--- src/rtl/swm_pkg.sv ---
// ----------------------------------------------------------------------------
// Sliding window maximum package
// Shared constants and types for the sliding window maximum block.
// ----------------------------------------------------------------------------
package swm_pkg;

    localparam int MAX_WINDOW_DEF  = 64;
    localparam int SAMPLE_BITS_DEF = 32;
    localparam int CFG_W           = 7;

    localparam logic [CFG_W-1:0] WINDOW_RESET = 7'd3;

    typedef struct packed {
        logic accept;
        logic flush;
        logic shift;
    } cell_ctrl_t;

endpackage

--- src/rtl/swm_cell.sv ---
// ----------------------------------------------------------------------------
// Candidate cell
// One slot of the monotonic candidate queue. It compares its value with the
// incoming sample, then keeps its entry, takes its right neighbor's entry,
// or takes the new sample, or becomes empty.
// ----------------------------------------------------------------------------
module swm_cell #(
    parameter int SAMPLE_BITS = swm_pkg::SAMPLE_BITS_DEF,
    parameter int POS_W       = 8,
    parameter bit HEAD        = 1'b0
) (
    input  logic                          clk,
    input  logic                          rst_n,
    input  swm_pkg::cell_ctrl_t           ctrl,
    input  logic signed [SAMPLE_BITS-1:0] sample,
    input  logic        [POS_W-1:0]       position,
    input  logic                          prev_keep,
    input  logic                          next_keep,
    input  logic signed [SAMPLE_BITS-1:0] next_value,
    input  logic        [POS_W-1:0]       next_pos,
    output logic                          keep,
    output logic                          valid,
    output logic signed [SAMPLE_BITS-1:0] value,
    output logic        [POS_W-1:0]       pos
);
    import swm_pkg::*;

    logic                          valid_reg;
    logic                          valid_next;
    logic signed [SAMPLE_BITS-1:0] value_reg;
    logic signed [SAMPLE_BITS-1:0] value_next;
    logic        [POS_W-1:0]       pos_reg;
    logic        [POS_W-1:0]       pos_next;
    logic                          src_keep;
    logic                          left_keep;

    assign keep = valid_reg && !ctrl.flush && (value_reg > sample);

    always_comb
    begin
        src_keep   = ctrl.shift ? next_keep : keep;
        left_keep  = ctrl.shift ? (keep || HEAD) : prev_keep;
        valid_next = valid_reg;
        value_next = value_reg;
        pos_next   = pos_reg;
        if (ctrl.accept)
        begin
            if (src_keep)
            begin
                valid_next = 1'b1;
                if (ctrl.shift)
                begin
                    value_next = next_value;
                    pos_next   = next_pos;
                end
            end
            else if (left_keep)
            begin
                valid_next = 1'b1;
                value_next = sample;
                pos_next   = position;
            end
            else
            begin
                valid_next = 1'b0;
            end
        end
    end

    always_ff @(posedge clk or negedge rst_n)
    begin
        if (!rst_n)
        begin
            valid_reg <= 1'b0;
        end
        else
        begin
            valid_reg <= valid_next;
        end
    end

    always_ff @(posedge clk)
    begin
        value_reg <= value_next;
        pos_reg   <= pos_next;
    end

    assign valid = valid_reg;
    assign value = value_reg;
    assign pos   = pos_reg;

endmodule
--- config.mk ---
export PLATFORM = sky130hd
export DESIGN_NAME = swm_cell
export DESIGN_NICKNAME = d
export VERILOG_FILES = /design/src/rtl/swm_pkg.sv /design/src/rtl/swm_cell.sv
export SDC_FILE = /design/constraint.sdc
export NUM_CORES = 1
export LEC_CHECK = 0
export BUFFER_PORTS_ARGS = -buffer_cell sky130_fd_sc_hd__buf_4
export CAP_MARGIN = 20
export CORE_UTILIZATION = 30
export DETAILED_ROUTE_END_ITERATION = 7
export HOLD_SLACK_MARGIN = 0.03
export SLEW_MARGIN = 15
export SYNTH_ARGS = -nofsm -noshare
export SYNTH_HDL_FRONTEND = slang
export SYNTH_SLANG_ARGS = --single-unit
--- constraint.sdc ---
create_clock -name clk -period 3.1 [get_ports clk]
set_input_delay 0.62 -clock clk [delete_from_list [all_inputs] [get_ports clk]]
set_output_delay 0.62 -clock clk [all_outputs]
set_load 0.05 [all_outputs]
Yosys cells after proc, flatten, opt, wreduce, memory -nomap -nowiden
Index checks and enable logic that the tools add are counted.
{ "classes": {"bitwise": 0, "mux": 10, "multipliers": 0, "n_reduce_logical": 5, "shift": 0, "addsub": 0, "n_lt_le_gt_ge": 1, "div": 0, "n_eq_ne": 1} }
{ "op_table": {"columns": ["operator", "n"], "rows": [
  ["2-to-1 mux 32 bit", 3],
  ["greater-than comparator 32 bit", 1],
  ["2-to-1 mux 8 bit", 3],
  ["2-to-1 mux 1 bit", 4],
  ["AND reduction 3 bit", 1],
  ["logical AND 1 bit", 2],
  ["!= test 2 bit (second input constant)", 1],
  ["nonzero test 2 bit", 1],
  ["zero test 1 bit", 1]
]} }
{ "totals": {"rom_bits": 0, "reg_bits": 41, "in_bits": 87, "word_cells": 20, "ramBits": 0, "mem_count": 0, "latchBits": 0} }

Logic depth before layout (Yosys ltp)
{ "depth": {"ltp_word": 6, "depth_mapped": 10} }

Worst setup path after synthesis
No wires, ideal clock.
{ "synth_path": {"path_kind": "reg-to-reg", "from": "reg value_reg[31], in the netlist value[31]", "to": "reg pos_reg[0], in the netlist pos[0], enable pin", "path_buffers": 0, "period_less_slack_ns": 3.646, "arrival_time_ns": 3.246, "slack_ns": -0.546, "path_stages_with_launch": 8, "setup_ns": 0.400, "cell_sequence": "edfxtp_1 ha_1 nand4_2 or4_1 nor3_1 nor3_1 o211ai_1 a31o_1"} }
{ "synth_between": {"elab_chain_cells": 5} }
{ "synth_lines": {"columns": ["element", "line", "source"], "rows": [
  ["start, declared", "swm_cell.sv:30", "logic signed [SAMPLE_BITS-1:0] value_reg;"],
  ["start signal, assigned", "swm_cell.sv:84", "value_reg <= value_next;"],
  ["greater-than comparator 32 bit *", "swm_cell.sv:37", "assign keep = valid_reg && !ctrl.flush && (value_reg > sample);"],
  ["logical AND 1 bit *", "swm_cell.sv:37", null],
  ["2-to-1 mux 1 bit (on tied branches)", "swm_cell.sv:41, swm_cell.sv:42", null],
  ["!= test 2 bit (no source line) / nonzero test 2 bit (equally long branches)", null, null],
  ["AND reduction 3 bit (no source line) *", null, null],
  ["end signal, assigned", "swm_cell.sv:85", "pos_reg <= pos_next;"],
  ["end, declared", "swm_cell.sv:32", "logic [POS_W-1:0] pos_reg;"]
]} }
Every way passes the cells marked *; elsewhere a longest branch is shown, timed or not.
A chain may end at the register's enable or synchronous reset.

Worst setup path in the final report
{ "layout_path": {"from": "reg value_reg[23], in the netlist value[23]", "to": "out keep"} }
{ "layout_between": {"elab_chain_cells": 2} }
{ "layout_lines": {"columns": ["element", "line", "source"], "rows": [
  ["greater-than comparator 32 bit", "swm_cell.sv:37", null],
  ["logical AND 1 bit", "swm_cell.sv:37", null],
  ["end, declared", "swm_cell.sv:21", "output logic keep,"]
]} }
No other way between the ends.

==> metrics.md <==
| Metric | Value |
|---|---|
| Status | complete, but fails checks |
| Violated checks | negative setup slack |
| Yosys cell types | 36 |
| N_diodes | 0 |
| Die extent in y | 99.9 microns |
| First-pass DRT Iterations | 4 |
| Finish-stage setup viols | 40 |
| First-pass GRT wire length | 11,400 microns |
| Synthesized area | approximately 2900 sq um |
| Width of the die | about 100 microns |
| Yosys warns | 0 |
| CP Capture Type | primary output |
| Critical Path Stages | 8 |
| Mapped Cells | approximately 220 |
| P_leak | between 2 and 2.5 nW |
| Final worst path period need | between 3000 and 4000 ps |
| Clock slew at reported path FFs | 90 ps |
| Layout area overhead | 62.9% |
| Asr flop ratio synth | between 2 and 2.5% |
| Largest delay contributor family on the critical path | simple AND/OR/NAND/NOR gates |
| Max reg flops | 32 |
| I/O Pins | ~130 |
| RSZ-0062 raised after global routing | true |
| Row count | 35 |
| Vias per cell | around 4.5 |
| EDFF count, synth | 40 |
| Vias | around 2,400 |
| Final net count | ~510 |
| Syn_area_per_cell | approximately 13 sq um |
| Slowest stage cell on the critical path | or4_4 |
| Initial antenna violation count | 0 |
| Seq/Total Area, Yosys | 42.6% |
| Routed Antenna Nets | 0 |
| TNS Setup | -1660 ps |
| Synthesized net count | around 340 |
| Final non-filler cell total | between 500 and 600 |
| Placed cells | a little under 500 |
| Routed length per placed instance | roughly 15 microns |
| Period utilisation layout | 102% |
| Root Driver | clkbuf_8 |
| Worst slew pin tran | 393 ps |
| H-Tree Depth | 2 |
| Top post-synthesis cells by area | edfxtp_1 42%, mux2_4 21%, ha_1 14%, inv_1 4.6%, buf_12 2.8% |
| Die ar. | around 10000 sq um |
| Register-to-Register Path Depth | 13 |
| Crit path DAT | ~2600 ps |
| Synth Register Bits | 41 |
| CP Cell Sequence | ha_4, nand4_1, or4_4, nor3_4, nor3_2, buf_4, o21ai_4, buf_6 |
| CP max stage delay | about 570 ps |
| Place WS | -291 ps |
| PortBufs | around 130 |
| CTS Sinks | 41 |
| Clock Skew | around 8.7 ps |
| Skew-Pair Late Insertion Delay | ~300 ps |
| Final WS setup | -71.2 ps |
| Final hold viol count | 0 |
| Fmax | roughly 320 MHz |
| Largest area contributor in the netlist | edfxtp_1 |
| Max cap viols | 0 |
| CTS tree | yes |
| Power Dens Cells | between 400 and 500 nW/um^2 |
| Max VDD drop | between 0.15 and 0.2 mV |
| Crit-path max FO | 3 |
| Prevailing post-synth register cell | edfxtp_1 |
| Bufs on Longest Clock Path | 2 |
| Final slew viol count | 0 |
| Vias in the first global route | between 2,000 and 2,500 |
| WS Path Type | register to primary output |
| Tot GR Track Use | between 10% and 20% |
| Hold Slack | around 76 ps |
| Top-area cell type share of the netlist area | a little over two fifths |
| CP Launch Type | register |
| # DRC | 0 |
| Largest net degree at the start of global routing | between 40 and 50 |
| Total Wirelength | 7770 microns |
| Worst Path Required | ~2500 ps |
| Num CTS Buffers | 5 |
| CP Buf/Inv Count | 2 |
| Drt initial violations | 50 |
| Routability cong. | a little over 0.7 |
| Initial Utilization | a little under a third |
| Worst min-delay path category | primary input to async pin |
| Core Area | just over 9000 sq um |
| Post-DP HPWL | between 5000 and 6000 microns |
| Fraction of layout cells with a size suffix above 1 | 64.0% |
| Total grt overflow | 0 |
| Slew headroom | between 70% and 80% |
logic make-up after synthesis:
family                     after synthesis  share of synthesized area (%)
AOI/OAI and AO/OA                       31                           7.09
buffers and inverters                   39                           7.35
and+or+nand+nor                         34                           8.13
muxes                                   40                           20.9
adders and majority gates               32                           13.9
DFF                                     41                           42.6
power breakdown:
group          leakage, nW  switching [mW]  internal [mW]  total [mW]
combinational         1.78           0.363          0.369       0.732
sequential           0.385          0.0260          0.668       0.694
clock               0.0543           0.214          0.241       0.455
total                 2.22           0.603           1.28        1.88
cell type report:
cell class | instances | area, sq um
fill | 847 | 4600
clock inverter | 3 | 46.3
clock buffer | 5 | 68.8
timing repair buffer | 172 | 1390
inverter | 35 | 131
tap | 129 | 161
multi-input combinational | 138 | 1660
sequential | 41 | 1230
routing by layer:
layer | wire, microns | part of all wire, % | global-route usage (%)
met1 | 3430 | 44 | 18.0
met2 | 3780 | 49 | 25.2
met3 | 431 | 5.5 | 3.97
met4 | 122 | 1.6 | 3.39
met5 | 0 | 0 | 0
synth_stat cells, drive strengths merged, types with 2 or more instances:
library cell and n:
edfxtp 40, mux2 40, inv 35, ha 32
a21oi 13, nand2 10, o21ai 6, nand4 5
buf 4, nand3 4, a221oi 2, and4 2
nor2 2, nor2b 2, nor3 2, o211ai 2
or4 2
through the flow:
step	power, mW	instance area [sq um]	util, %
CTS	1.86	4510	48.6
floorplan	1.11	2900	-
global route	1.98	4690	50.5
global placement	1.32	4090	44.1
finish	1.88	4690	50.5
detailed placement	1.33	4090	44.1
repair_timing:
item                                    in CTS  in global routing
hold endpoints to repair                     0                  0
hold buffers                                 0                  0
buffers inserted                            19                  4
endpoints found under the setup margin       1                 81
gates resized for setup                     25                  5
pin swaps                                   21                  2
cloned                                       0                  5
layout by cell type, fill, tap and decap left out, drive strengths merged, types with 2 or more instances in the layout:
master	n
nand3	4
nor2b	2
o211ai	2
a21oi	13
mux2	40
nor3	2
buf	168
a31o	2
nor2	2
nand4	5
nand2	10
inv	35
a221oi	2
o21ai	6
ha	32
edfxtp	40
and4	2
clkbuf	9
or4	2
final timing paths:
kind                            slack [ps]                   to                start
worst max-delay path                   -70                 keep  value[23]$_DFFE_PP_
worst min-delay path                    80    valid$_DFFE_PN0P_                rst_n
worst max register to register         -60  value[30]$_DFFE_PP_  value[29]$_DFFE_PP_
worst min register to register         590    valid$_DFFE_PN0P_    valid$_DFFE_PN0P_
max in group asynchronous             2940    valid$_DFFE_PN0P_                rst_n
min in group clk                       590    valid$_DFFE_PN0P_    valid$_DFFE_PN0P_
Note: power is estimated with default switching activity, not from simulation.
